===== src/hw/rtl/fdc_pkg.sv =====
// Package for the FLC frame decoder: parser state codes, shared types and constants.
// Used by the interfaces, the parser, the pixel writer and the top level.
package fdc_pkg;

	localparam int unsigned POS_W   = 17;
	localparam logic [16:0] POS_MAX = 17'h1FFFF;
	localparam logic [10:0] ROW_MAX = 11'd2047;
	localparam int unsigned WR_W    = 22;
	localparam int unsigned CFG_IDX_W = 1;
	localparam int unsigned DIM_W   = 11;

	// Configuration register indexes.
	localparam logic [CFG_IDX_W-1:0] REG_FRAME_WIDTH  = 1'b0;
	localparam logic [CFG_IDX_W-1:0] REG_FRAME_HEIGHT = 1'b1;

	// Input opcodes and result kinds.
	localparam logic OP_DATA   = 1'b0;
	localparam logic OP_READ   = 1'b1;
	localparam logic KIND_PAL  = 1'b0;
	localparam logic KIND_PIX  = 1'b1;

	// Sub-chunk types.
	localparam logic [15:0] T_DELTA = 16'h0007;
	localparam logic [15:0] T_COLOR = 16'h000b;
	localparam logic [15:0] T_CLEAR = 16'h000d;
	localparam logic [15:0] T_FULL  = 16'h000f;
	localparam logic [15:0] T_LAST  = 16'h0010;
	localparam logic [15:0] T_NEG   = 16'h8000;

	typedef enum logic [18:0] {
		ST_IDLE     = 19'h00001,
		ST_FRAME_HDR= 19'h00002,
		ST_SUB_HDR  = 19'h00004,
		ST_SKIP     = 19'h00008,
		ST_D_LINES  = 19'h00010,
		ST_D_WORD   = 19'h00020,
		ST_D_SKIP   = 19'h00040,
		ST_D_COUNT  = 19'h00080,
		ST_D_FILL1  = 19'h00100,
		ST_D_FILL2  = 19'h00200,
		ST_D_COPY   = 19'h00400,
		ST_P_COUNT  = 19'h00800,
		ST_P_SKIP   = 19'h01000,
		ST_P_NUM    = 19'h02000,
		ST_P_RGB    = 19'h04000,
		ST_F_PKT    = 19'h08000,
		ST_F_COUNT  = 19'h10000,
		ST_F_FILL   = 19'h20000,
		ST_F_COPY   = 19'h40000
	} parse_state_t;

	// Run command from the parser to the pixel writer.
	typedef struct packed {
		logic            valid;
		logic [WR_W-1:0] start;
		logic [WR_W-1:0] count;
		logic [7:0]      c0;
		logic [7:0]      c1;
		logic            alt;
		logic            sat;
	} wr_cmd_t;

	// Palette entry produced by the parser.
	typedef struct packed {
		logic       valid;
		logic [7:0] index;
		logic [7:0] red;
		logic [7:0] green;
		logic [7:0] blue;
	} pal_t;

endpackage


===== src/hw/rtl/fdc_parser.sv =====
// Chunk parser: walks frame, sub-chunk, delta, palette and byte-run data one byte at a time.
// Depends on fdc_pkg; issues run commands to fdc_writer and palette entries to the top level.
module fdc_parser import fdc_pkg::*; #(
	parameter int unsigned STORE_PIXELS = 65536
) (
	input  logic             clk,
	input  logic             arst_n,
	input  logic             step,
	input  logic [7:0]       b,
	input  logic             fs,
	input  logic [DIM_W-1:0] width,
	input  logic [DIM_W-1:0] height,
	output logic             rowpos_busy,
	output wr_cmd_t          cmd,
	output pal_t             pal
);
	parse_state_t st_q, n_st;
	logic [3:0]  phase_q, n_phase;
	logic [15:0] acc_q, n_acc;
	logic [15:0] sub_q, n_sub;
	logic [31:0] hdr_q, n_hdr;
	logic [15:0] cmd_q, n_cmd;
	logic [15:0] rows_q, n_rows;
	logic [16:0] wpos_q, n_wpos;
	logic [10:0] rowb_q, n_rowb;
	logic [8:0]  run_q, n_run;
	logic [7:0]  c0_q, n_c0;
	logic [8:0]  slot_q, n_slot;
	logic [7:0]  red_q, n_red;
	logic [7:0]  grn_q, n_grn;
	logic [10:0] pkts_q, n_pkts;
	logic [10:0] line_q, n_line;
	logic        pend_q, n_pend;

	logic [21:0] row_prod;
	logic [21:0] area;

	function automatic logic [16:0] sat_add(input logic [16:0] p, input logic [8:0] n);
		logic [17:0] s;
		s = 18'(p) + 18'(n);
		return (s > 18'(POS_MAX)) ? POS_MAX : s[16:0];
	endfunction

	assign rowpos_busy = pend_q;
	assign row_prod    = 22'(rowb_q) * 22'(width);
	assign area        = 22'(width) * 22'(height);

	// Next-state logic for one data item, then the shared end-of-run chains.
	always_comb begin
		parse_state_t cur;
		logic [3:0]  ph;
		logic [15:0] w;
		logic [16:0] mag;
		logic [14:0] rsum;
		logic [8:0]  r;
		logic        sub_done, line_end, pkt_done, run_end, row_end;
		cur = fs ? ST_FRAME_HDR : st_q;
		ph  = fs ? 4'd0 : phase_q;
		w   = {b, acc_q[7:0]};
		mag = 17'h10000 - 17'(w);
		rsum = '0;
		r    = '0;
		sub_done = 1'b0; line_end = 1'b0; pkt_done = 1'b0; run_end = 1'b0; row_end = 1'b0;
		n_st = st_q; n_phase = phase_q; n_acc = acc_q; n_sub = sub_q; n_hdr = hdr_q;
		n_cmd = cmd_q; n_rows = rows_q; n_wpos = wpos_q; n_rowb = rowb_q; n_run = run_q;
		n_c0 = c0_q; n_slot = slot_q; n_red = red_q; n_grn = grn_q; n_pkts = pkts_q;
		n_line = line_q; n_pend = 1'b0;
		cmd = '0;
		pal = '0;
		if (pend_q) begin
			n_wpos = (row_prod > 22'(POS_MAX)) ? POS_MAX : row_prod[16:0];
		end
		if (step) begin
			n_st = cur;
			n_phase = ph;
			case (cur)
				ST_FRAME_HDR: begin
					if (ph == 4'd0) begin
						n_acc = 16'(b);
					end else if (ph == 4'd1) begin
						n_acc = w;
						n_sub = w[15] ? 16'd0 : w;
					end
					n_phase = ph + 1'b1;
					if (ph == 4'd9) begin
						n_phase = '0;
						n_st = (n_sub == '0) ? ST_IDLE : ST_SUB_HDR;
					end
				end
				ST_SUB_HDR: begin
					n_phase = ph + 1'b1;
					case (ph)
						4'd0: n_hdr = 32'(b);
						4'd1: n_hdr = {hdr_q[31:16], b, hdr_q[7:0]};
						4'd2: n_hdr = {hdr_q[31:24], b, hdr_q[15:0]};
						4'd3: n_hdr = {b, hdr_q[23:0]};
						4'd4: n_cmd = 16'(b);
						default: begin
							n_cmd = {b, cmd_q[7:0]};
							// Dispatch on the sub-chunk type.
							if (n_cmd > T_LAST && n_cmd < T_NEG) begin
								n_st = ST_IDLE;
							end else begin
								n_wpos = '0;
								n_rowb = '0;
								n_phase = '0;
								if (n_cmd == T_DELTA) begin
									n_st = ST_D_LINES;
								end else if (n_cmd == T_COLOR) begin
									n_slot = '0;
									n_st = ST_P_COUNT;
								end else if (n_cmd == T_CLEAR) begin
									cmd.valid = 1'b1;
									cmd.start = '0;
									cmd.count = (area > 22'(STORE_PIXELS)) ?
										22'(STORE_PIXELS) : area;
									n_hdr = 32'd6;
									n_st = ST_SKIP;
								end else if (n_cmd == T_FULL) begin
									if (height == '0) begin
										sub_done = 1'b1;
									end else begin
										n_rows = 16'(height);
										n_st = ST_F_PKT;
									end
								end else begin
									n_hdr = (hdr_q > 32'd6 && !hdr_q[31]) ?
										hdr_q - 32'd6 : 32'd0;
									if (n_hdr == '0) sub_done = 1'b1;
									else n_st = ST_SKIP;
								end
							end
						end
					endcase
				end
				ST_SKIP: begin
					n_hdr = hdr_q - 1'b1;
					if (n_hdr == '0) sub_done = 1'b1;
				end
				ST_D_LINES, ST_P_COUNT: begin
					if (ph == 4'd0) begin
						n_acc = 16'(b);
						n_phase = 4'd1;
					end else begin
						n_acc = w;
						n_phase = '0;
						if (w[15] || w == '0 ||
							(cur == ST_D_LINES && w > 16'(height))) begin
							sub_done = 1'b1;
						end else begin
							n_rows = w;
							n_st = (cur == ST_D_LINES) ? ST_D_WORD : ST_P_SKIP;
						end
					end
				end
				ST_D_WORD: begin
					if (ph == 4'd0) begin
						n_acc = 16'(b);
						n_phase = 4'd1;
					end else begin
						n_acc = w;
						n_phase = '0;
						if (w[15]) begin
							if (w[14]) begin
								if (mag >= 17'(height)) begin
									sub_done = 1'b1;
								end else begin
									rsum = 15'(rowb_q) + 15'(mag[13:0]);
									n_rowb = (rsum > 15'(ROW_MAX)) ? ROW_MAX : rsum[10:0];
									n_pend = 1'b1;
								end
							end
						end else if (w > 16'(width)) begin
							sub_done = 1'b1;
						end else if (w == '0) begin
							line_end = 1'b1;
						end else begin
							n_pkts = w[10:0];
							n_st = ST_D_SKIP;
						end
					end
				end
				ST_D_SKIP: begin
					n_wpos = sat_add(wpos_q, 9'(b));
					n_st = ST_D_COUNT;
				end
				ST_D_COUNT: begin
					if (b[7]) begin
						r = 9'd256 - 9'(b);
						n_run = {r[7:0], 1'b0};
						n_st = ST_D_FILL1;
					end else if (b == '0) begin
						pkt_done = 1'b1;
					end else begin
						n_run = {b, 1'b0};
						n_st = ST_D_COPY;
					end
				end
				ST_D_FILL1: begin
					n_c0 = b;
					n_st = ST_D_FILL2;
				end
				ST_D_FILL2: begin
					cmd.valid = 1'b1;
					cmd.start = WR_W'(wpos_q);
					cmd.count = WR_W'(run_q);
					cmd.c0 = c0_q;
					cmd.c1 = b;
					cmd.alt = 1'b1;
					cmd.sat = 1'b1;
					n_wpos = sat_add(wpos_q, run_q);
					n_run = '0;
					pkt_done = 1'b1;
				end
				ST_D_COPY, ST_F_COPY: begin
					cmd.valid = 1'b1;
					cmd.start = WR_W'(wpos_q);
					cmd.count = WR_W'(1);
					cmd.c0 = b;
					cmd.sat = 1'b1;
					n_wpos = sat_add(wpos_q, 9'd1);
					n_run = run_q - 1'b1;
					if (cur == ST_D_COPY) begin
						if (n_run == '0) pkt_done = 1'b1;
					end else begin
						n_line = line_q - 1'b1;
						if (n_run == '0) run_end = 1'b1;
					end
				end
				ST_P_SKIP: begin
					n_slot = slot_q + 9'(b);
					n_st = ST_P_NUM;
				end
				ST_P_NUM: begin
					n_run = (b == '0) ? 9'd256 : 9'(b);
					n_phase = '0;
					n_st = ST_P_RGB;
				end
				ST_P_RGB: begin
					n_phase = ph + 1'b1;
					if (ph == 4'd0) begin
						n_red = b;
					end else if (ph == 4'd1) begin
						n_grn = b;
					end else begin
						n_phase = '0;
						pal.valid = 1'b1;
						pal.index = slot_q[7:0];
						pal.red = red_q;
						pal.green = grn_q;
						pal.blue = b;
						n_slot = slot_q + 1'b1;
						n_run = run_q - 1'b1;
						if (n_run == '0) begin
							n_rows = rows_q - 1'b1;
							if (n_rows == '0) sub_done = 1'b1;
							else n_st = ST_P_SKIP;
						end
					end
				end
				ST_F_PKT: begin
					n_line = width;
					if (width == '0) row_end = 1'b1;
					else n_st = ST_F_COUNT;
				end
				ST_F_COUNT: begin
					if (b[7]) begin
						r = 9'd256 - 9'(b);
						n_run = (11'(r) > line_q) ? 9'(line_q) : r;
						n_st = ST_F_COPY;
					end else begin
						n_run = (11'(b) < line_q) ? 9'(b) : 9'(line_q);
						n_st = ST_F_FILL;
					end
				end
				ST_F_FILL: begin
					cmd.valid = (run_q != '0);
					cmd.start = WR_W'(wpos_q);
					cmd.count = WR_W'(run_q);
					cmd.c0 = b;
					cmd.sat = 1'b1;
					n_wpos = sat_add(wpos_q, run_q);
					n_line = line_q - 11'(run_q);
					n_run = '0;
					run_end = 1'b1;
				end
				default: begin
				end
			endcase
			// Delta packet, delta line, byte-run, row and sub-chunk end chains.
			if (pkt_done) begin
				n_pkts = pkts_q - 1'b1;
				if (n_pkts == '0) line_end = 1'b1;
				else n_st = ST_D_SKIP;
			end
			if (line_end) begin
				n_rowb = (rowb_q < ROW_MAX) ? rowb_q + 1'b1 : ROW_MAX;
				n_pend = 1'b1;
				n_rows = rows_q - 1'b1;
				n_phase = '0;
				if (n_rows == '0) sub_done = 1'b1;
				else n_st = ST_D_WORD;
			end
			if (run_end) begin
				if (n_line == '0) row_end = 1'b1;
				else n_st = ST_F_COUNT;
			end
			if (row_end) begin
				n_rows = rows_q - 1'b1;
				if (n_rows == '0) sub_done = 1'b1;
				else n_st = ST_F_PKT;
			end
			if (sub_done) begin
				n_sub = sub_q - 1'b1;
				n_phase = '0;
				n_st = (n_sub == '0) ? ST_IDLE : ST_SUB_HDR;
			end
		end
	end

	// Parser registers.
	always_ff @(posedge clk or negedge arst_n) begin
		if (!arst_n) begin
			st_q <= ST_IDLE;
			phase_q <= '0; acc_q <= '0; sub_q <= '0; hdr_q <= '0; cmd_q <= '0;
			rows_q <= '0; wpos_q <= '0; rowb_q <= '0; run_q <= '0; c0_q <= '0;
			slot_q <= '0; red_q <= '0; grn_q <= '0; pkts_q <= '0; line_q <= '0;
			pend_q <= 1'b0;
		end else begin
			st_q <= n_st;
			phase_q <= n_phase; acc_q <= n_acc; sub_q <= n_sub; hdr_q <= n_hdr;
			cmd_q <= n_cmd; rows_q <= n_rows; wpos_q <= n_wpos; rowb_q <= n_rowb;
			run_q <= n_run; c0_q <= n_c0; slot_q <= n_slot; red_q <= n_red;
			grn_q <= n_grn; pkts_q <= n_pkts; line_q <= n_line; pend_q <= n_pend;
		end
	end
endmodule


===== config.mk =====
export PLATFORM = sky130hd
export DESIGN_NAME = fdc_parser
export DESIGN_NICKNAME = d
export VERILOG_FILES = /design/src/hw/rtl/fdc_pkg.sv /design/src/hw/rtl/fdc_parser.sv
export SDC_FILE = /design/constraint.sdc
export NUM_CORES = 2
export LEC_CHECK = 0
export BUFFER_PORTS_ARGS = -buffer_cell sky130_fd_sc_hd__buf_2
export CAP_MARGIN = 10
export CELL_PAD_IN_SITES_DETAIL_PLACEMENT = 1
export CELL_PAD_IN_SITES_GLOBAL_PLACEMENT = 2
export CORE_ASPECT_RATIO = 1.25
export CORE_MARGIN = 5
export CORE_UTILIZATION = 42
export CTS_CLUSTER_SIZE = 16
export DETAILED_ROUTE_END_ITERATION = 8
export PLACE_DENSITY_LB_ADDON = 0.1
export SLEW_MARGIN = 30
export SYNTH_ARGS = -nofsm -noshare
export SYNTH_HDL_FRONTEND = slang
export SYNTH_SLANG_ARGS = --single-unit

===== constraint.sdc =====
create_clock -name clk -period 10.5 [get_ports clk]
set_input_delay 1.05 -clock clk [delete_from_list [all_inputs] [get_ports clk]]
set_output_delay 1.05 -clock clk [all_outputs]
set_load 0.02 [all_outputs]

# Word-level counts from Yosys, hierarchy flattened
# Index checks and enable logic that the tools add are counted.
totals:
  output_inout_bits: 97
  mem_bits_ro: 0
  mem_bits_rw: 0
  in_bits: 34
  n_memories: 0
  latchBits: 0
  register_bits: 196
op_classes:
  eq_ne: 78
  mul: 2
  n_mux: 196
  n_reduce_logical: 51
  bitwise_logic: 2
  n_div: 0
  n_shift: 0
  add_sub_neg: 18
  n_lt_le_gt_ge: 15
op_table:
  columns: ["cell", "n"]
  rows:
  - ["19-bit 2-to-1 mux", 34]
  - ["16-bit 2-to-1 mux", 20]
  - ["19-bit one-hot mux with 12 select lines", 1]
  - ["45-bit 2-to-1 mux", 5]
  - ["32-bit 2-to-1 mux", 6]
  - ["11-bit 2-to-1 mux", 17]
  - ["45-bit one-hot mux with 4 select lines", 1]
  - ["32-bit one-hot mux with 5 select lines", 1]
  - ["17-bit 2-to-1 mux", 8]
  - ["9-bit 2-to-1 mux", 15]
  - ["33-bit 2-to-1 mux", 4]
  - ["17-bit one-hot mux with 4 select lines", 1]
  - ["16-bit zero test", 4]
  - ["32-bit zero test", 2]
  - ["4-bit != test, second input constant", 16]
  - ["32-bit one-hot mux with 2 select lines", 1]
  - ["63-bit 2-to-1 mux", 1]
  - ["18-bit by 17-bit > comparator with 1-bit output, second input constant", 3]
  - ["1-bit 2-to-1 mux", 54]
  - ["9-bit one-hot mux with 6 select lines", 1]
  - ["16-bit by 4-bit == test with 1-bit output, second input constant", 3]
  - ["16-bit one-hot mux with 3 select lines", 1]
  - ["8-bit one-hot mux with 2 select lines", 3]
  - ["22-bit by 17-bit > comparator with 1-bit output, second input constant", 2]
  - ["other kinds (94)", 158]

# Longest topological paths before layout
logic_depth:
  ltp_word: 22
  ltp_mapped: 26
  ltp_nobuf: 23

# Worst setup path before layout
# Ideal clock, no wire load.
synth_timing:
  path_type: "input to output"
  from: "input width[2]"
  to: "output cmd[23] (netlist name)"
  slack_ns: 2.727
  arrival_time_ns: 6.723
  stages: 24
  path_cell_list: "clkbuf_1 > clkbuf_1 > nand2_1 > fa_1 > inv_1 > ha_1 > inv_1 > fa_1 > inv_1 > fa_1 > inv_1 > fa_1 > inv_1 > ha_1 > o21a_1 > o21a_1 > a21oi_1 > o31a_1 > a21oi_1 > a211o_1 > a211oi_1 > o21ai_0 > a21o_1 > o21ai_0"
synth_rtl:
  columns: ["item", "line", "rtl"]
  rows:
  - ["start: declaration", "fdc_parser.sv:11", "input logic [DIM_W-1:0] width,"]
  - ["end: declaration", "fdc_parser.sv:14", "output wr_cmd_t cmd,"]

==> metrics.yaml <==
place:
  post-dp-hpwl_mm: 87.7
  dp_slack_ns: 1.70
  port_buffers: 120
  gp_congestion: 0.953
grt:
  overflow: 0
  track_usage_pct: 31.5
  grt_max_degree: 91
  first_global_vias: 29900
  antenna_found_initial: 4
  grt_pass1_wl_mm: 177
pwr:
  power_density_nw_per_um2: 167
  leakagePower_nw: 13.4
  clockPowerShare_pct: 14.7
  intPower_mw: 2.36
  power_switching_mw: 2.63
  swShare_pct: 52.8
  vdd_drop_max_mv: 0.145
  seq_power_share_pct: 25.7
  combPwrFrac_pct: 59.7
timing:
  period_share_pct: 84.1
  final.setup.tns_ns: 0
  worst_clock_skew_ns: 0.0182
  rsz0062_at_grt: "false"
  final.setup.worst_slack_ns: 1.67
  worst_hold_slack_ns: 0.500
  slew_violations: 0
  fmax_mhz: 113
  fin_crit_ns: 8.83
  finalHoldViolations: 0
  setup_viol: 0
  tightest_slew_ns: 0.945
  maxSlewHeadroom_pct: 36.2
worst_setup_path:
  crit_required_ns: 9.45
  cp-start-kind: "input port"
  cp.arrival_ns: 7.78
  crit_path_top_delay_cell: "a21oi_1"
  cp-end-kind: "output pin"
  path_cells: "buf_2, clkinv_1, nor2_1, fa_1, ha_1, fa_1, inv_1, fa_1, fa_1, inv_1, ha_1, a21oi_1, o21ai_0, a21oi_1, o31a_1, a21oi_1, a311oi_1, mux2_2, o21ai_0, a21oi_1, a22o_1, buf_2"
  critical_path.max_fanout: 18
  slowest_delay_ns: 0.72
  critPathKind: "input port to output pin"
  setup.worst_path.start: "width[2]"
  worstReg2RegStart: "rowb_q[6]"
clock_tree:
  cts.repair.resized: 0
  clockRootBuffer: "clkbuf_16"
  hold_buffers: 0
  post_cts_buffers: 0
  clkTransAtPathRegs_ns: 0.08
  htree_levels: 4
  tritoncts: "done"
  cts_buffers: 17
  cts_buffer_depth: 2
  clock-sinks: 195
  clk-insertion-delay-late_ns: 0.52
logic_synthesis:
  synth-edff-count: 0
  syn_area_per_cell_um2: 7.86
  synth_top_family_by_area: "simple AND/OR/NAND/NOR gates"
  syn_area_um2: 28000
  async_reset_ff_share_pct: 100
  synth_cell_types: 107
  ys_ff_latch: 195
  synthFlopType: "dfrtp_1"
  synth-compound-area-share_pct: 21.2
  synth_seq_area_share_pct: 17.5
  synthMuxAreaShare_pct: 2.01
  synth_xor_area_share_pct: 4.23
  yosys_warnings: 0
  yosys.area_share.simple_pct: 25.1
  syn_inst: 3558
  synth_fa_ha_area_share_pct: 22.4
route:
  drtIter0Drc: 1670
  wl_per_cell_um: 26.1
  via_per_inst: 6.32
  dr.pass1.iters: 7
  drtAntennaViolNets: 0
  num_vias: 27800
  routed_wl_mm: 115
  drc: 0
status:
  status: "completed"
layout:
  final_nets: 3969
  area_growth_pct: 6.61
  drive_gt1_share_pct: 9.45
  final_common_cell: "nand2_1"
  utilization_pct: 45.3
  fill_cells: 8135
  mostFrequentLayoutCells: "nand2_1 (342), inv_1 (301), nor2_1 (292), ha_1 (237), a21oi_1 (225)"
die:
  ios: 131
  die-width_um: 241
  die_area_um2: 71900
  die_h_um: 298
  core-area_um2: 65800
  rows: 105
  initial_core_util_pct: 42.5
job:
  cap_violations: 0
min_path:
  hold_class: "register to register"
  hp-start: "red_q[1]"
## area by class of cell
type / instances / area, µm² / area share (%)
clock inverter: 15 / 196 / 0.659
timing repair buffer: 167 / 963 / 3.23
multi-input combinational: 2838 / 21100 / 70.7
antenna: 2 / 5.00 / 0.0168
tap: 856 / 1070 / 3.59
inverter: 314 / 1180 / 3.95
sequential: 195 / 4880 / 16.4
clock buffer: 17 / 425 / 1.43
## per-layer routing
| metal | GRT usage, % | wire length [µm] | vias to the layer above |
|---|---|---|---|
| li1 | - | - | 12600 |
| met1 | 36.6 | 44700 | 14200 |
| met2 | 56.0 | 58200 | 790 |
| met3 | 4.06 | 5120 | 255 |
| met4 | 16.8 | 6950 | 2 |
| met5 | 0 | 14 | - |
## logic make-up (layout without fill, tap and decap cells)
kind of cell / count (synthesis) / in the layout
AO/OA/AOI/OAI: 901 / 901
XOR/XNOR: 135 / 135
adder cells (fa/ha/maj): 402 / 402
buffers and inverters: 534 / 513
flip-flops: 195 / 195
multiplexers: 51 / 51
other: 1 / 12
AND/OR/NAND/NOR: 1339 / 1339
## cells in the mapped netlist (all sizes together) (33+ instances only)
library cell  instances  area, µm²
nor4                 68        617
and2                136        853
buf                  48        287
nand4                53        344
xnor2                80        701
nor3                 96        500
o21ai               213       1070
fa                  165       3300
nand3                95        475
o31ai                33        258
and3                 45        282
inv                 306       1150
clkbuf              172        647
nand2b               39        244
a211oi               33        253
a31oi                38        238
xor2                 55        482
a21oi               227       1140
mux2                 41        462
nand2               342       1280
nor2                295       1120
o21a                 33        248
ha                  237       2970
dfrtp               194       4850
nor2b                34        213
## power by group through the flow
stage | Clock [mW] | Combinational [mW] | Sequential [mW]
after floorplan | 0 | 2.32 | 0.987
after global placement | 0 | 2.87 | 1.27
after detailed placement | 0 | 2.96 | 1.28
after CTS | 0.750 | 2.99 | 1.27
after global routing | 0.772 | 3.33 | 1.30
final | 0.732 | 2.97 | 1.28
## metrics by stage
| stage | total power [mW] | cells | cell area [µm²] |
|---|---|---|---|
| finish | 4.99 | 4404 | 29800 |
| global route | 5.40 | 4403 | 29800 |
| detailed placement | 4.24 | 4370 | 29200 |
| CTS | 5.00 | 4402 | 29800 |
| floorplan | 3.31 | 3567 | 28000 |
| global placement | 4.14 | 4369 | 29100 |
## critical path, delay by kind of cell
kind	cells	cell delay [ns]
fa+ha+maj	6	2.61
compound gates	9	2.58
buf+inv	5	1.02
simple gates	1	0.27
mux	1	0.22
## registers in the layout, indices dropped and copies added, names as in the netlist, 9 cells and up
name and flops:
sub_q 16, hdr_q 32, rowb_q 11, st_q 19, rows_q 16, wpos_q 17, line_q 11, run_q 9
pkts_q 11
## worst paths after layout
| path | endpoint | slack [ns] | cells past startpoint |
|---|---|---|---|
| setup / recovery | cmd[20] | 1.67 | 22 |
| hold / removal | red_q[1] | 0.50 | 2 |
| hold reg to reg | red_q[1] | 0.50 | 2 |
| max in group asynchronous | st_q[15] | 8.67 | 2 |
| setup reg to reg | wpos_q[2] | 4.07 | 20 |
| min in group asynchronous | hdr_q[12] | 0.65 | 1 |
Power figures use the tool's default switching activity.
