## config.mk

```make
export PLATFORM = sky130hd
export DESIGN_NAME = fdc_writer
export DESIGN_NICKNAME = d
export VERILOG_FILES = /design/src/hw/rtl/fdc_pkg.sv /design/src/hw/rtl/fdc_writer.sv
export SDC_FILE = /design/constraint.sdc
export NUM_CORES = 1
export LEC_CHECK = 0
export ABC_AREA = 1
export BUFFER_PORTS_ARGS = -buffer_cell sky130_fd_sc_hd__buf_2
export CORE_MARGIN = 3
export CORE_UTILIZATION = 40
export CTS_BUF_LIST = sky130_fd_sc_hd__clkbuf_4
export DETAILED_ROUTE_END_ITERATION = 7
export HOLD_SLACK_MARGIN = 0.08
export PLACE_DENSITY_LB_ADDON = 0.15
export SLEW_MARGIN = 40
export SYNTH_ARGS = -nofsm -noshare
export SYNTH_HDL_FRONTEND = slang
export SYNTH_SLANG_ARGS = --single-unit
```

## constraint.sdc

```tcl
create_clock -name clk -period 3.5 [get_ports clk]
set_input_delay 0.175 -clock clk [delete_from_list [all_inputs] [get_ports clk]]
set_output_delay 0.175 -clock clk [all_outputs]
set_load 0.02 [all_outputs]
```

## src/hw/rtl/fdc_pkg.sv

```systemverilog
// Package for the FLC frame decoder: parser state codes, shared types and constants.
// Used by the interfaces, the parser, the pixel writer and the top level.
package fdc_pkg;

	localparam int unsigned POS_W   = 17;
	localparam logic [16:0] POS_MAX = 17'h1FFFF;
	localparam logic [10:0] ROW_MAX = 11'd2047;
	localparam int unsigned WR_W    = 22;
	localparam int unsigned CFG_IDX_W = 1;
	localparam int unsigned DIM_W   = 11;

	// Configuration register indexes.
	localparam logic [CFG_IDX_W-1:0] REG_FRAME_WIDTH  = 1'b0;
	localparam logic [CFG_IDX_W-1:0] REG_FRAME_HEIGHT = 1'b1;

	// Input opcodes and result kinds.
	localparam logic OP_DATA   = 1'b0;
	localparam logic OP_READ   = 1'b1;
	localparam logic KIND_PAL  = 1'b0;
	localparam logic KIND_PIX  = 1'b1;

	// Sub-chunk types.
	localparam logic [15:0] T_DELTA = 16'h0007;
	localparam logic [15:0] T_COLOR = 16'h000b;
	localparam logic [15:0] T_CLEAR = 16'h000d;
	localparam logic [15:0] T_FULL  = 16'h000f;
	localparam logic [15:0] T_LAST  = 16'h0010;
	localparam logic [15:0] T_NEG   = 16'h8000;

	typedef enum logic [18:0] {
		ST_IDLE     = 19'h00001,
		ST_FRAME_HDR= 19'h00002,
		ST_SUB_HDR  = 19'h00004,
		ST_SKIP     = 19'h00008,
		ST_D_LINES  = 19'h00010,
		ST_D_WORD   = 19'h00020,
		ST_D_SKIP   = 19'h00040,
		ST_D_COUNT  = 19'h00080,
		ST_D_FILL1  = 19'h00100,
		ST_D_FILL2  = 19'h00200,
		ST_D_COPY   = 19'h00400,
		ST_P_COUNT  = 19'h00800,
		ST_P_SKIP   = 19'h01000,
		ST_P_NUM    = 19'h02000,
		ST_P_RGB    = 19'h04000,
		ST_F_PKT    = 19'h08000,
		ST_F_COUNT  = 19'h10000,
		ST_F_FILL   = 19'h20000,
		ST_F_COPY   = 19'h40000
	} parse_state_t;

	// Run command from the parser to the pixel writer.
	typedef struct packed {
		logic            valid;
		logic [WR_W-1:0] start;
		logic [WR_W-1:0] count;
		logic [7:0]      c0;
		logic [7:0]      c1;
		logic            alt;
		logic            sat;
	} wr_cmd_t;

	// Palette entry produced by the parser.
	typedef struct packed {
		logic       valid;
		logic [7:0] index;
		logic [7:0] red;
		logic [7:0] green;
		logic [7:0] blue;
	} pal_t;

endpackage

```

## src/hw/rtl/fdc_writer.sv

```systemverilog
// Pixel writer: turns a run command into one frame store write per cycle.
// Depends on fdc_pkg for the run command type.
module fdc_writer import fdc_pkg::*; #(
	parameter int unsigned STORE_PIXELS = 65536
) (
	input  logic                            clk,
	input  logic                            arst_n,
	input  wr_cmd_t                         cmd,
	output logic                            busy,
	output logic                            we,
	output logic [$clog2(STORE_PIXELS)-1:0] waddr,
	output logic [7:0]                      wdata
);
	localparam int unsigned AW = $clog2(STORE_PIXELS);

	logic [WR_W-1:0] pos_q;
	logic [WR_W-1:0] cnt_q;
	logic [7:0]      c0_q;
	logic [7:0]      c1_q;
	logic            alt_q;
	logic            odd_q;
	logic            sat_q;

	assign busy  = (cnt_q != '0);
	assign we    = busy && (32'(pos_q) < 32'(STORE_PIXELS));
	assign waddr = pos_q[AW-1:0];
	assign wdata = (alt_q && odd_q) ? c1_q : c0_q;

	// Run counter; the position sticks at the top when saturating.
	always_ff @(posedge clk or negedge arst_n) begin
		if (!arst_n) begin
			cnt_q <= '0;
			odd_q <= 1'b0;
		end else if (cmd.valid) begin
			cnt_q <= cmd.count;
			odd_q <= 1'b0;
		end else if (busy) begin
			cnt_q <= cnt_q - 1'b1;
			odd_q <= ~odd_q;
		end
	end

	always_ff @(posedge clk) begin
		if (cmd.valid) begin
			pos_q <= cmd.start;
			c0_q  <= cmd.c0;
			c1_q  <= cmd.c1;
			alt_q <= cmd.alt;
			sat_q <= cmd.sat;
		end else if (busy) begin
			if (!(sat_q && pos_q == WR_W'(POS_MAX))) begin
				pos_q <= pos_q + 1'b1;
			end
		end
	end
endmodule

```

# --- Word-level counts from Yosys, hierarchy flattened ---
# Cells that the tools add are included.
word_totals:
  regBits: 63
  input_bits: 65
  out_inout_bits: 26
op_classes:
  addsub: 2
  order_cmp: 1
  eq_ne: 2
  muxes: 8
  bitwise: 1
  reduce_logical: 6
op_table:
  columns: ["cell", "n"]
  rows:
  - ["22-bit 2-to-1 mux", 5]
  - ["22-bit by 1-bit adder with 22-bit output (second input constant)", 1]
  - ["22-bit by 17-bit == test with 1-bit output (second input constant)", 1]
  - ["22-bit by 17-bit < comparator with 1-bit output (second input constant)", 1]
  - ["22-bit nonzero test", 1]
  - ["22-bit by 1-bit subtractor with 22-bit output (second input constant)", 1]
  - ["8-bit 2-to-1 mux", 1]
  - ["1-bit logical AND", 3]
  - ["1-bit 2-to-1 mux", 2]
  - ["2-bit != test (second input constant)", 1]
  - ["2-bit AND reduction", 1]
  - ["2-bit nonzero test", 1]
  - ["1-bit inverter", 1]

# --- Longest topological paths before layout ---
# Gate-level depths: netlist of run 1.
depth:
  word_depth: 5
  ltp_mapped: 10
  ltp_nobuf: 10

# --- Least setup slack after synthesis of run 1 ---
# No wires, ideal clock.
synth_timing:
  path_type: "reg2reg"
  start: "register pos_q[0]"
  end: "register pos_q[0] (enable)"
  arrival_ns: 2.070
  required_ns: 3.099
  setup_slack_ns: 1.029
  stages_incl_launch_ff: 9
  n_path_buf: 0
  path_cell_list: "edfxtp_1 > ha_1 > nand2_1 > nor2_4 > nand2_2 > nor2_4 > nand2_1 > nor2_1 > nor2_1"
synth_between:
  elab_chain_len: 4
synth_rtl:
  columns: ["element", "line", "source"]
  rows:
  - ["start, declared", "fdc_writer.sv:16", "logic [WR_W-1:0] pos_q;"]
  - ["start signal, assigned", "fdc_writer.sv:45", "pos_q <= cmd.start;"]
  - ["start signal, assigned", "fdc_writer.sv:52", "pos_q <= pos_q + 1'b1;"]
  - ["22-bit by 17-bit == test with 1-bit output", "fdc_writer.sv:51", "if (!(sat_q && pos_q == WR_W'(POS_MAX))) begin"]
  - ["1-bit logical AND", "fdc_writer.sv:51", null]
  - ["2-bit != test (no source line)", null, null]
  - ["2-bit AND reduction (no source line)", null, null]
# Every way passes these cells.
# A chain may end at the register's enable or synchronous reset.

# --- Worst setup path in the final report of run 1 ---
layout_timing:
  start: "register cnt_q[0]"
  end: "output port we"
layout_between:
  elab_chain_len: 2
layout_rtl:
  columns: ["element", "line", "source"]
  rows:
  - ["start, declared", "fdc_writer.sv:17", "logic [WR_W-1:0] cnt_q;"]
  - ["start signal, assigned", "fdc_writer.sv:35", "cnt_q <= cmd.count;"]
  - ["start signal, assigned", "fdc_writer.sv:38", "cnt_q <= cnt_q - 1'b1;"]
  - ["22-bit nonzero test", "fdc_writer.sv:24", "assign busy = (cnt_q != '0);"]
  - ["1-bit logical AND", "fdc_writer.sv:25", "assign we = busy && (32'(pos_q) < 32'(STORE_PIXELS));"]
  - ["end, declared", "fdc_writer.sv:10", "output logic we,"]
# Every way passes these cells.

==> impl_metrics.xml, run 1 <==
<?xml version="1.0" encoding="UTF-8"?>
<metrics>
  <group name="setup_path">
    <metric name="crit_fanout" unit="">5</metric>
    <metric name="startpoint_type" unit="">register</metric>
    <metric name="critPathCaptureType" unit="">output pin</metric>
    <metric name="worstSetupStartpoint" unit="">cnt_q[0]</metric>
    <metric name="worst-setup-path-type" unit="">register to output pin</metric>
    <metric name="regToRegStartpoint" unit="">pos_q[0]</metric>
    <metric name="wp_data_required" unit="ns">3.32</metric>
    <metric name="worst_ep_arrival_time" unit="ns">1.86</metric>
  </group>
  <group name="route">
    <metric name="highest_layer" unit="">met4</metric>
    <metric name="first_pass_iters" unit="">5</metric>
    <metric name="final_antenna_net_count" unit="">0</metric>
    <metric name="dr_wl_met3" unit="um">361</metric>
    <metric name="wl_met2" unit="um">4885</metric>
    <metric name="route.detailed.vias_per_inst" unit="">4.584</metric>
    <metric name="m1WireLength" unit="um">3992</metric>
    <metric name="detail_route.iter0.violations" unit="">96</metric>
    <metric name="drc" unit="">0</metric>
    <metric name="wl" unit="um">9312</metric>
    <metric name="vias" unit="">3447</metric>
    <metric name="routed_wire_length_per_instance" unit="um">12.38</metric>
  </group>
  <group name="logic_synthesis">
    <metric name="ffs_w_async_s_r_synth" unit="">0.3651</metric>
    <metric name="ys_ff_latch" unit="">63</metric>
    <metric name="synth-warning-count" unit="">0</metric>
    <metric name="synth_commonest_cells" unit="">180 x sky130_fd_sc_hd__nand2_1, 61 x sky130_fd_sc_hd__nor2_1, 40 x sky130_fd_sc_hd__edfxtp_1</metric>
    <metric name="most_area_consuming_cells_after_synthesis" unit="">sky130_fd_sc_hd__edfxtp_1 31%, sky130_fd_sc_hd__nand2_1 18%, sky130_fd_sc_hd__dfrtp_1 15%, sky130_fd_sc_hd__nor2_1 6.0%, sky130_fd_sc_hd__inv_1 3.6%</metric>
    <metric name="syn-cell-area" unit="um^2">3824</metric>
    <metric name="synth-seq-area-share" unit="">0.4647</metric>
    <metric name="yosysTopAreaCellShare" unit="">0.3141</metric>
    <metric name="yosysMostFrequentCell" unit="">sky130_fd_sc_hd__nand2_1</metric>
    <metric name="ys.flop_type" unit="">sky130_fd_sc_hd__edfxtp_1</metric>
    <metric name="synth_area_per_cell" unit="um^2">7.949</metric>
    <metric name="synth_cells" unit="">481</metric>
    <metric name="yosysTopAreaCell" unit="">sky130_fd_sc_hd__edfxtp_1</metric>
    <metric name="synth.distinct_cells" unit="">30</metric>
    <metric name="synth_nets" unit="">548</metric>
    <metric name="number_of_enable_flip_flop_cells_after_synthesis" unit="">40</metric>
  </group>
  <group name="sta">
    <metric name="final-setup-viol-count" unit="">0</metric>
    <metric name="final.period_utilization" unit="">0.5828</metric>
    <metric name="rsz_0062_raised_after_global_routing" unit="">no</metric>
    <metric name="finalMaxSlewViolations" unit="">0</metric>
    <metric name="hold_viol" unit="">0</metric>
    <metric name="setup-tns-final" unit="ns">0</metric>
    <metric name="timing.clock.skew" unit="ns">0.01659</metric>
    <metric name="final.hold.worst_slack" unit="ns">0.1121</metric>
    <metric name="relSlewSlack" unit="">0.4999</metric>
    <metric name="finalCriticalPeriod" unit="ns">2.040</metric>
    <metric name="timing_worst_slew_pin_value" unit="ns">0.7493</metric>
    <metric name="timing.fmax" unit="MHz">490.3</metric>
  </group>
  <group name="placed_design">
    <metric name="place_hpwl" unit="um">6753</metric>
    <metric name="buffer_ports.inserted" unit="">90</metric>
    <metric name="dp_cells" unit="">677</metric>
    <metric name="place.gp.congestion" unit="">0.8455</metric>
  </group>
  <group name="grt">
    <metric name="grt_util_all_layers" unit="">0.1778</metric>
    <metric name="initial_antenna_violation_count" unit="">0</metric>
    <metric name="first_global_vias" unit="">3531</metric>
    <metric name="global_route.overflow_total" unit="">0</metric>
    <metric name="grt_start_max_net_pins" unit="">49</metric>
    <metric name="grt_first_pass_wirelength" unit="um">15810</metric>
  </group>
  <group name="clock_tree">
    <metric name="post_cts_resize_count" unit="">0</metric>
    <metric name="hold_buffers" unit="">59</metric>
    <metric name="cts_buffers" unit="">9</metric>
    <metric name="cts_htree_levels" unit="">3</metric>
    <metric name="cts.clk_slew.worst_paths" unit="ns">0.10</metric>
    <metric name="post-cts-setup-buffer-count" unit="">0</metric>
    <metric name="insertion_delay" unit="ns">0.39</metric>
    <metric name="ctsRootBufferMaster" unit="">sky130_fd_sc_hd__clkbuf_4</metric>
    <metric name="clk_path_buf_depth" unit="">2</metric>
    <metric name="cts_tree" unit="">done</metric>
    <metric name="cts.sink_count" unit="">63</metric>
  </group>
  <group name="final_layout">
    <metric name="filler_cell_count" unit="">916</metric>
    <metric name="multi_input_area" unit="um^2">1730</metric>
    <metric name="sequential_cell_area" unit="um^2">1777</metric>
    <metric name="non_filler_cells_in_the_finished_layout" unit="">752</metric>
    <metric name="area_growth" unit="%">31.41</metric>
    <metric name="drive_above_1_share" unit="">0.2343</metric>
    <metric name="layout.nets" unit="">685</metric>
    <metric name="antenna-diode-count" unit="">0</metric>
  </group>
  <group name="floorplan">
    <metric name="floorplan.rows" unit="">35</metric>
    <metric name="design.die.area" unit="um^2">10770</metric>
    <metric name="design.core.area" unit="um^2">9284</metric>
    <metric name="start_util" unit="">0.4119</metric>
    <metric name="io_pins" unit="">91</metric>
    <metric name="chipWidth" unit="um">103.8</metric>
    <metric name="die_height" unit="um">103.8</metric>
  </group>
  <group name="status">
    <metric name="outcome" unit="">finished, final reports clean</metric>
  </group>
  <group name="power_and_ir_drop">
    <metric name="worst_ir_drop_vdd" unit="V">0.0002135</metric>
    <metric name="cellPowerDensity" unit="nW/um^2">376.4</metric>
    <metric name="power.leakage" unit="nW">2.307</metric>
  </group>
  <group name="hold_path">
    <metric name="worst_hold_path_type" unit="">primary input to register</metric>
    <metric name="origin_of_the_worst_min_delay_path" unit="">cmd[24]</metric>
  </group>
  <group name="run">
    <metric name="maxCapViolations" unit="">0</metric>
  </group>
</metrics>
==> sequential cells by signal (all words and copies together), names as in the netlist <==
name   count
c1_q       8
cnt_q     22
pos_q     22
alt_q      1
sat_q      1
odd_q      1
c0_q       8
==> layout make-up <==
| cell class | count | share of cell area |
|---|---|---|
| repair buffers | 151 | 0.2102 |
| flip-flops and latches | 63 | 0.3536 |
| multi-input cells | 355 | 0.3444 |
| inverters | 38 | 0.02839 |
| clock inverters | 5 | 0.01494 |
| clock buffers | 11 | 0.01643 |
| well taps | 129 | 0.03212 |
==> worst paths after layout <==
| check | depth (start not counted) | to | slack (ns) |
|---|---|---|---|
| worst max-delay path | 8 | we | 1.46 |
| worst min-delay path | 5 | cnt_q[6] | 0.11 |
| worst max register to register | 9 | pos_q[12] | 1.51 |
| worst min register to register | 1 | odd_q | 0.49 |
| max in group asynchronous | 2 | cnt_q[6] | 2.84 |
| min in group asynchronous | 2 | cnt_q[17] | 0.28 |
==> critical path, cell delays in order (launching register included) <==
cell and delay (ns):
sky130_fd_sc_hd__dfrtp_1 0.42, sky130_fd_sc_hd__inv_1 0.11, sky130_fd_sc_hd__ha_1 0.24, sky130_fd_sc_hd__nand2_2 0.11
sky130_fd_sc_hd__nor2_4 0.18, sky130_fd_sc_hd__nand3_4 0.13, sky130_fd_sc_hd__nand2_1 0.11, sky130_fd_sc_hd__inv_1 0.04
sky130_fd_sc_hd__buf_2 0.15
==> metrics by stage <==
| stage | power (mW) | instance area [um^2] | utilization | setup slack [ns] |
|---|---|---|---|---|
| detailed placement | 1.292 | 4277 | 0.4606 | 1.438 |
| global placement | 1.287 | 4277 | 0.4606 | 1.487 |
| floorplan | 1.191 | 3824 | - | 1.029 |
| finish | 1.892 | 5025 | 0.5412 | 1.460 |
| global route | 1.996 | 5025 | 0.5412 | 1.282 |
| CTS | 1.914 | 5025 | 0.5412 | 1.426 |
==> logic make-up (layout without fill, tap and decap cells) <==
family	count (synthesis)	count (layout)	share of synthesized area
compound gates	34	34	0.05530
xor+xnor	15	15	0.03436
fa+ha+maj	2	2	0.006543
buf+inv	63	205	0.08344
flops	63	63	0.4647
mux	8	8	0.02356
simple gates	296	296	0.3321
==> placed cells by master (no fill, tap or decap), drive strengths merged, types with 6 or more instances in the layout <==
| master | synthesis | layout |
|---|---|---|
| inv | 38 | 38 |
| nor2 | 74 | 74 |
| clkbuf | 2 | 11 |
| xnor2 | 6 | 6 |
| o21ai | 30 | 30 |
| nand2 | 184 | 184 |
| dfrtp | 23 | 23 |
| dlygate4sd3 | 0 | 59 |
| mux2 | 8 | 8 |
| nand4 | 7 | 7 |
| buf | 23 | 92 |
| edfxtp | 40 | 40 |
| xor2 | 9 | 9 |
| nand3 | 26 | 26 |
==> power by group <==
group / total, mW / internal [mW] / switching, mW
clock: 0.568 / 0.303 / 0.265
sequential: 0.936 / 0.870 / 0.0665
combinational: 0.388 / 0.172 / 0.216
total: 1.89 / 1.34 / 0.547
==> metal layers <==
metal,up-vias,GRT usage
met1,1574,0.2067
met4,0,0.03514
met3,8,0.04237
met5,-,0
met2,66,0.3332
li1,1799,-
No activity file was read; power rests on OpenSTA's default activity.
==> run 2, diff against run 1 <==
--- a/config.mk
+++ b/config.mk
@@ -5,7 +5,7 @@
 export SDC_FILE = /design/constraint.sdc
 export NUM_CORES = 1
 export LEC_CHECK = 0
-export ABC_AREA = 1
+export ABC_AREA = 0
 export BUFFER_PORTS_ARGS = -buffer_cell sky130_fd_sc_hd__buf_2
 export CORE_MARGIN = 3
 export CORE_UTILIZATION = 40
==> constraint.sdc (replaced) <==
create_clock -name clk -period 1.9 [get_ports clk]
set_input_delay 0.095 -clock clk [delete_from_list [all_inputs] [get_ports clk]]
set_output_delay 0.095 -clock clk [all_outputs]
set_load 0.02 [all_outputs]
==> run 2 against run 1 <==
- via count is 9.1% lower
- synthesized cell count decreased by 35%
- sequential share of layout area down 2.1 points
- critical path depth down 1
- the flow now finishes with violations (negative setup slack)
- non-clock buffer count grew 72
- total power increased by 92%
- largest power group unchanged
==> impl_metrics.xml, run 2 <==
<?xml version="1.0" encoding="UTF-8"?>
<metrics>
  <group name="grt">
    <metric name="first_global_vias" unit="">3291</metric>
    <metric name="grt_start_max_net_pins" unit="">43</metric>
    <metric name="grt_first_pass_wirelength" unit="um">15080</metric>
    <metric name="grt_util_all_layers" unit="">0.1958</metric>
    <metric name="initial_antenna_violation_count" unit="">0</metric>
    <metric name="global_route.overflow_total" unit="">0</metric>
  </group>
  <group name="floorplan">
    <metric name="die_height" unit="um">97.68</metric>
    <metric name="start_util" unit="">0.4241</metric>
    <metric name="chipWidth" unit="um">97.68</metric>
    <metric name="io_pins" unit="">91</metric>
    <metric name="design.core.area" unit="um^2">7928</metric>
    <metric name="floorplan.rows" unit="">32</metric>
    <metric name="design.die.area" unit="um^2">9541</metric>
  </group>
  <group name="placed_design">
    <metric name="dp_cells" unit="">537</metric>
    <metric name="place_hpwl" unit="um">5896</metric>
    <metric name="buffer_ports.inserted" unit="">90</metric>
    <metric name="placedInstanceArea" unit="um^2">4249</metric>
    <metric name="place.gp.congestion" unit="">0.8977</metric>
  </group>
  <group name="setup_path">
    <metric name="worst-setup-path-type" unit="">register to output pin</metric>
    <metric name="regToRegEndpoint" unit="">pos_q[2]</metric>
    <metric name="regToRegSetupSlack" unit="ns">-0.39</metric>
    <metric name="regToRegStartpoint" unit="">cnt_q[18]</metric>
    <metric name="startpoint_type" unit="">register</metric>
    <metric name="crit_fanout" unit="">2</metric>
    <metric name="worst_ep_arrival_time" unit="ns">2.30</metric>
    <metric name="timing.reg2reg.worst_path_depth" unit="">6</metric>
    <metric name="wp_data_required" unit="ns">1.80</metric>
    <metric name="worstSetupStartpoint" unit="">cnt_q[18]</metric>
    <metric name="critPathCaptureType" unit="">output pin</metric>
    <metric name="critical_path.endpoint" unit="">we</metric>
  </group>
  <group name="logic_synthesis">
    <metric name="synth-seq-area-share" unit="">0.5285</metric>
    <metric name="synth_nets" unit="">381</metric>
    <metric name="synth_simple_gate_area_frac" unit="">0.1831</metric>
    <metric name="synth_compound_gate_area_share" unit="">0.1016</metric>
    <metric name="yosys.area_share.adder" unit="">0.007443</metric>
    <metric name="most_area_consuming_cells_after_synthesis" unit="">sky130_fd_sc_hd__edfxtp_1 36%, sky130_fd_sc_hd__dfrtp_1 17%, sky130_fd_sc_hd__xor2_1 5.2%, sky130_fd_sc_hd__nand2_1 4.8%, sky130_fd_sc_hd__xnor2_1 3.9%</metric>
    <metric name="syn-cell-area" unit="um^2">3362</metric>
    <metric name="synthMuxAreaShare" unit="">0.03684</metric>
    <metric name="synth_commonest_cells" unit="">43 x sky130_fd_sc_hd__nand2_1, 40 x sky130_fd_sc_hd__edfxtp_1, 26 x sky130_fd_sc_hd__o21ai_0</metric>
    <metric name="ys_ff_latch" unit="">63</metric>
    <metric name="synth-warning-count" unit="">0</metric>
    <metric name="synth_area_per_cell" unit="um^2">10.71</metric>
    <metric name="synth-xor-area-share" unit="">0.09118</metric>
    <metric name="number_of_enable_flip_flop_cells_after_synthesis" unit="">40</metric>
    <metric name="synth_top_family_by_area" unit="">simple AND/OR/NAND/NOR gates</metric>
    <metric name="yosysTopAreaCell" unit="">sky130_fd_sc_hd__edfxtp_1</metric>
    <metric name="yosysTopAreaCellShare" unit="">0.3573</metric>
    <metric name="ffs_w_async_s_r_synth" unit="">0.3651</metric>
    <metric name="yosysMostFrequentCell" unit="">sky130_fd_sc_hd__nand2_1</metric>
    <metric name="ys.flop_type" unit="">sky130_fd_sc_hd__edfxtp_1</metric>
    <metric name="synth.distinct_cells" unit="">45</metric>
    <metric name="synth_cells" unit="">314</metric>
  </group>
  <group name="clock_tree">
    <metric name="clk_path_buf_depth" unit="">2</metric>
    <metric name="ctsRootBufferMaster" unit="">sky130_fd_sc_hd__clkbuf_4</metric>
    <metric name="cts_buffers" unit="">9</metric>
    <metric name="cts.clk_slew.worst_paths" unit="ns">0.12</metric>
    <metric name="cts.sink_count" unit="">63</metric>
    <metric name="insertion_delay" unit="ns">0.41</metric>
    <metric name="cts_tree" unit="">done</metric>
    <metric name="cts_htree_levels" unit="">3</metric>
  </group>
  <group name="route">
    <metric name="route.detailed.vias_per_inst" unit="">4.968</metric>
    <metric name="wl" unit="um">9108</metric>
    <metric name="drc" unit="">0</metric>
    <metric name="first_pass_iters" unit="">4</metric>
    <metric name="detail_route.iter0.violations" unit="">117</metric>
    <metric name="final_antenna_net_count" unit="">0</metric>
    <metric name="vias" unit="">3135</metric>
    <metric name="routed_wire_length_per_instance" unit="um">14.43</metric>
  </group>
  <group name="hold_path">
    <metric name="worst_hold_path_type" unit="">primary input to asynchronous set/reset pin</metric>
  </group>
  <group name="final_layout">
    <metric name="final_common_cell" unit="">sky130_fd_sc_hd__buf_2</metric>
    <metric name="filler_cell_count" unit="">636</metric>
    <metric name="non_filler_cells_in_the_finished_layout" unit="">631</metric>
    <metric name="drive_above_1_share" unit="">0.4083</metric>
    <metric name="multi_input_area" unit="um^2">1618</metric>
    <metric name="layout.nets" unit="">591</metric>
    <metric name="layout_common_cells" unit="">89 x sky130_fd_sc_hd__buf_2, 63 x sky130_fd_sc_hd__dlygate4sd3_1, 62 x sky130_fd_sc_hd__buf_4</metric>
    <metric name="stdcell_area" unit="um^2">5345</metric>
    <metric name="top_flop_regs" unit="">cnt_q: 22 flops, pos_q: 22 flops</metric>
    <metric name="antenna-diode-count" unit="">0</metric>
    <metric name="sequential_cell_area" unit="um^2">1777</metric>
    <metric name="area_growth" unit="%">58.99</metric>
  </group>
  <group name="sta">
    <metric name="postLayoutSetupSlackWorst" unit="ns">-0.4976</metric>
    <metric name="timing.clock.skew" unit="ns">0.01646</metric>
    <metric name="final-setup-viol-count" unit="">45</metric>
    <metric name="rsz_0062_raised_after_global_routing" unit="">yes</metric>
    <metric name="timing_worst_slew_pin_value" unit="ns">0.5904</metric>
    <metric name="finalMaxSlewViolations" unit="">0</metric>
    <metric name="timing.fmax" unit="MHz">417.1</metric>
    <metric name="final.period_utilization" unit="">1.262</metric>
    <metric name="setup-tns-final" unit="ns">-12.22</metric>
    <metric name="relSlewSlack" unit="">0.6064</metric>
    <metric name="finalCriticalPeriod" unit="ns">2.398</metric>
    <metric name="hold_viol" unit="">0</metric>
  </group>
  <group name="power_and_ir_drop">
    <metric name="cellPowerDensity" unit="nW/um^2">680.8</metric>
    <metric name="worst_ir_drop_vdd" unit="V">0.0003842</metric>
    <metric name="finalPower" unit="mW">3.639</metric>
    <metric name="power.leakage" unit="nW">2.269</metric>
  </group>
  <group name="run">
    <metric name="maxCapViolations" unit="">0</metric>
  </group>
  <group name="status">
    <metric name="outcome" unit="">finished, violations left</metric>
    <metric name="violations" unit="">negative setup slack</metric>
  </group>
</metrics>
==> run 2: cell types whose count changed in the layout (fill, tap and decap cells not counted), moves of 8 or more <==
cell	previous run	this run
sky130_fd_sc_hd__buf_4	2	62
sky130_fd_sc_hd__o21ai_2	10	1
sky130_fd_sc_hd__xor2_1	9	20
sky130_fd_sc_hd__nand2_1	180	43
sky130_fd_sc_hd__inv_1	37	3
sky130_fd_sc_hd__nand3_1	25	12
sky130_fd_sc_hd__nor2_1	60	17
sky130_fd_sc_hd__buf_6	0	8
sky130_fd_sc_hd__xnor2_1	6	14
==> run 2: worst max-delay path, cell delays in order (launching register included) <==
cell,delay (ns)
sky130_fd_sc_hd__dfrtp_1,0.39
sky130_fd_sc_hd__or4_4,0.54
sky130_fd_sc_hd__or3_4,0.38
sky130_fd_sc_hd__buf_6,0.13
sky130_fd_sc_hd__nor3_4,0.14
sky130_fd_sc_hd__buf_6,0.12
sky130_fd_sc_hd__nor4_1,0.04
sky130_fd_sc_hd__buf_2,0.16
==> run 2: report_power, final <==
part / internal [mW] / total (mW) / switching (mW)
Sequential: 1.60 / 1.69 / 0.0873
Combinational: 0.471 / 0.891 / 0.420
Clock: 0.544 / 1.06 / 0.512
==> run 2: layout make-up <==
type,count,share of cell area
clock buffer,10,0.01404
multi-input combinational,224,0.3027
timing repair buffer,223,0.3090
inverter,3,0.002107
sequential,63,0.3324
clock inverter,6,0.01592
tap,102,0.02388
==> run 2: what timing repair did <==
item | 4_1_cts | 5_1_grt
gates cloned | 3 | 0
resized for setup | 25 | 13
pin swaps | 11 | 10
hold buffers | 63 | 0
setup endpoints to repair | 45 | 48
setup buffers | 7 | 9
hold endpoints to repair | 85 | 0
==> run 2: per-stage QoR <==
| step | setup slack [ns] | hold slack (ns) | util |
|---|---|---|---|
| 2_1_floorplan | -0.4822 | -0.2006 | - |
| 5_1_grt | -0.5917 | 0.1875 | 0.6742 |
| 3_3_place_gp | -0.2059 | 0.1071 | 0.5360 |
| 3_5_place_dp | -0.2347 | 0.1088 | 0.5360 |
| 6_report | -0.4976 | 0.1955 | 0.6742 |
| 4_1_cts | -0.5755 | 0.1741 | 0.6618 |
==> run 2: layer usage <==
layer | up-vias | track usage | part of all wire | routed length, um
li1 | 1565 | - | - | -
met1 | 1487 | 0.2420 | 0.43 | 3931
met2 | 71 | 0.3421 | 0.51 | 4606
met3 | 12 | 0.03589 | 0.048 | 435
met4 | 0 | 0.06816 | 0.015 | 136
met5 | - | 0 | 0 | 0
==> run 2: cell families after synthesis <==
kind of cell	Yosys count
AOI/OAI and AO/OA	54
xor gates and xnor gates	35
adders and majority gates	2
buffers and inverters	30
DFF	63
muxes	11
and+or+nand+nor	119
==> run 2: how the worst min path moves through the flow <==
stage               startpoint   endpoint  slack (ns)  cells past startpoint
finish                  arst_n   cnt_q[6]        0.20                      2
floorplan               arst_n   cnt_q[0]       -0.20                      0
detailed placement      arst_n  cnt_q[10]        0.11                      1
global placement        arst_n  cnt_q[10]        0.11                      1
global route           cmd[62]   cnt_q[6]        0.19                      2
CTS                    cmd[62]   cnt_q[6]        0.17                      2
==> run 3, diff against run 2 <==
--- a/config.mk
+++ b/config.mk
@@ -8,7 +8,7 @@
 export ABC_AREA = 0
 export BUFFER_PORTS_ARGS = -buffer_cell sky130_fd_sc_hd__buf_2
 export CORE_MARGIN = 3
-export CORE_UTILIZATION = 40
+export CORE_UTILIZATION = 54
 export CTS_BUF_LIST = sky130_fd_sc_hd__clkbuf_4
 export DETAILED_ROUTE_END_ITERATION = 7
 export HOLD_SLACK_MARGIN = 0.08
==> run 3 against run 2 <==
- cell count is 4.6% lower
- non-clock buffer count shrank 2
- worst setup slack worse by 0.093 ns
- routed wire length is 41% higher
- global-route usage is 11 points higher
- clock skew increased by 0.0091 ns
- count of clock-buffer cells in the layout shrank 1
- total power increased by 4.1%
- the run still ends with negative setup slack left
- sequential share of layout area down 0.42 points
- sequential cell count unchanged
- cell area rose by 1.3%
- first-iteration DRC count increased to 3.8 times the previous value
==> impl_metrics.xml, run 3 (same netlist as run 2, synthesis figures left out) <==
<?xml version="1.0" encoding="UTF-8"?>
<metrics>
  <group name="status">
    <metric name="outcome" unit="">finished, violations left</metric>
    <metric name="violations" unit="">negative setup slack</metric>
  </group>
  <group name="placed_design">
    <metric name="buffer_ports.inserted" unit="">90</metric>
    <metric name="dp_cells" unit="">508</metric>
    <metric name="place.gp.congestion" unit="">0.8863</metric>
    <metric name="place_hpwl" unit="um">6026</metric>
  </group>
  <group name="floorplan">
    <metric name="design.core.area" unit="um^2">5991</metric>
    <metric name="floorplan.rows" unit="">28</metric>
    <metric name="die_height" unit="um">84.91</metric>
    <metric name="chipWidth" unit="um">84.91</metric>
    <metric name="start_util" unit="">0.5612</metric>
    <metric name="design.die.area" unit="um^2">7209</metric>
    <metric name="io_pins" unit="">91</metric>
  </group>
  <group name="sta">
    <metric name="relSlewSlack" unit="">0.3956</metric>
    <metric name="timing.clock.skew" unit="ns">0.02551</metric>
    <metric name="final-setup-viol-count" unit="">53</metric>
    <metric name="timing.fmax" unit="MHz">401.5</metric>
    <metric name="hold_viol" unit="">0</metric>
    <metric name="final.period_utilization" unit="">1.311</metric>
    <metric name="finalCriticalPeriod" unit="ns">2.491</metric>
    <metric name="finalMaxSlewViolations" unit="">0</metric>
    <metric name="timing_worst_slew_pin_value" unit="ns">0.8983</metric>
    <metric name="postLayoutSetupSlackWorst" unit="ns">-0.5907</metric>
    <metric name="rsz_0062_raised_after_global_routing" unit="">yes</metric>
  </group>
  <group name="setup_path">
    <metric name="critPathCaptureType" unit="">output pin</metric>
    <metric name="worst-setup-path-type" unit="">register to output pin</metric>
    <metric name="timing.reg2reg.worst_path_depth" unit="">8</metric>
    <metric name="crit_fanout" unit="">2</metric>
    <metric name="wp_data_required" unit="ns">1.80</metric>
    <metric name="regToRegEndpoint" unit="">cnt_q[1]</metric>
    <metric name="startpoint_type" unit="">register</metric>
    <metric name="regToRegSetupSlack" unit="ns">-0.50</metric>
    <metric name="worst_ep_arrival_time" unit="ns">2.40</metric>
    <metric name="regToRegStartpoint" unit="">cnt_q[15]</metric>
  </group>
  <group name="route">
    <metric name="final_antenna_net_count" unit="">0</metric>
    <metric name="route.detailed.vias_per_inst" unit="">6.080</metric>
    <metric name="drc" unit="">0</metric>
    <metric name="routed_wire_length_per_instance" unit="um">21.39</metric>
    <metric name="vias" unit="">3660</metric>
    <metric name="wl" unit="um">12880</metric>
    <metric name="detail_route.iter0.violations" unit="">450</metric>
    <metric name="first_pass_iters" unit="">8</metric>
  </group>
  <group name="grt">
    <metric name="global_route.overflow_total" unit="">0</metric>
    <metric name="grt_start_max_net_pins" unit="">24</metric>
    <metric name="grt_util_all_layers" unit="">0.3032</metric>
    <metric name="initial_antenna_violation_count" unit="">0</metric>
    <metric name="first_global_vias" unit="">3458</metric>
    <metric name="grt_first_pass_wirelength" unit="um">16910</metric>
  </group>
  <group name="clock_tree">
    <metric name="insertion_delay" unit="ns">0.45</metric>
    <metric name="ctsRootBufferMaster" unit="">sky130_fd_sc_hd__clkbuf_4</metric>
    <metric name="clk_path_buf_depth" unit="">2</metric>
    <metric name="cts_tree" unit="">done</metric>
    <metric name="cts.sink_count" unit="">63</metric>
    <metric name="cts_htree_levels" unit="">3</metric>
    <metric name="cts_buffers" unit="">9</metric>
    <metric name="cts.clk_slew.worst_paths" unit="ns">0.14</metric>
  </group>
  <group name="final_layout">
    <metric name="drive_above_1_share" unit="">0.4402</metric>
    <metric name="layout.nets" unit="">589</metric>
    <metric name="top_flop_regs" unit="">cnt_q: 22 flops, pos_q: 22 flops</metric>
    <metric name="non_filler_cells_in_the_finished_layout" unit="">602</metric>
    <metric name="antenna-diode-count" unit="">0</metric>
    <metric name="final_common_cell" unit="">sky130_fd_sc_hd__buf_2</metric>
    <metric name="area_growth" unit="%">61.03</metric>
    <metric name="layout_common_cells" unit="">88 x sky130_fd_sc_hd__buf_2, 63 x sky130_fd_sc_hd__dlygate4sd3_1, 59 x sky130_fd_sc_hd__buf_4</metric>
  </group>
  <group name="power_and_ir_drop">
    <metric name="cellPowerDensity" unit="nW/um^2">700.1</metric>
    <metric name="power.leakage" unit="nW">2.334</metric>
    <metric name="finalPower" unit="mW">3.790</metric>
    <metric name="worst_ir_drop_vdd" unit="V">0.0006509</metric>
  </group>
  <group name="hold_path">
    <metric name="worst_hold_path_type" unit="">primary input to asynchronous set/reset pin</metric>
  </group>
  <group name="run">
    <metric name="maxCapViolations" unit="">0</metric>
  </group>
</metrics>
-- run 3: worst max path at each step --
| stage | start | end | slack (ns) |
|---|---|---|---|
| after floorplan | cnt_q[18] | pos_q[0] | -0.48 |
| after global routing | cnt_q[20] | we | -0.64 |
| after CTS | cnt_q[20] | we | -0.56 |
| final | cnt_q[15] | we | -0.59 |
| after global placement | cnt_q[16] | pos_q[12] | -0.23 |
| after detailed placement | cnt_q[16] | pos_q[18] | -0.26 |
-- run 3: cell type report --
| class | count | area [um^2] |
|---|---|---|
| clock buffers | 9 | 67.56 |
| repair buffers | 221 | 1638 |
| flip-flops and latches | 63 | 1777 |
| multi-input cells | 224 | 1739 |
| inverters | 3 | 11.26 |
| well taps | 75 | 93.84 |
| clock inverters | 7 | 87.58 |
| fillers | 234 | 576.8 |
-- run 3: timing repair --
action	CTS	global route
setup buffers	7	7
resized for setup	33	37
hold buffers	63	0
gates cloned	3	0
setup endpoints to repair	46	51
pin swaps	13	17
hold endpoints to repair	85	0
-- run 3: worst max-delay path: stages (launching register included) --
cell and delay [ns]:
sky130_fd_sc_hd__dfrtp_1 0.41, sky130_fd_sc_hd__or4_4 0.56, sky130_fd_sc_hd__or3_4 0.36, sky130_fd_sc_hd__buf_6 0.14, sky130_fd_sc_hd__nor3_4 0.17, sky130_fd_sc_hd__buf_6 0.14
sky130_fd_sc_hd__nor4_2 0.04, sky130_fd_sc_hd__buf_4 0.16
-- run 3: routing by layer --
metal  vias to the layer above  GRT usage  routed length, um
met3                        78    0.04078               1089
met5                         -          0                  0
li1                       1561          -                  -
met1                      1725     0.3520               4469
met4                         0     0.1338                727
met2                       296     0.5559               6592
-- run 3: per-stage QoR --
step | hold slack [ns] | setup TNS [ns] | area, um^2 | setup slack [ns] | utilization
CTS | 0.1153 | -12.12 | 5221 | -0.5627 | 0.8716
global route | 0.1576 | -16.47 | 5414 | -0.6401 | 0.9037
global placement | 0.09999 | -6.685 | 4188 | -0.2289 | 0.6990
detailed placement | 0.09895 | -8.516 | 4188 | -0.2638 | 0.6990
finish | 0.1413 | -13.92 | 5414 | -0.5907 | 0.9037
floorplan | -0.2006 | -11.58 | 3386 | -0.4822 | -
-- run 3: report_power, final --
group,switching [mW],leakage [nW],internal [mW],total (mW)
combinational,0.500,1.55,0.484,0.985
sequential,0.114,0.695,1.61,1.72
clock,0.561,0.0855,0.524,1.09
total,1.18,2.33,2.61,3.79
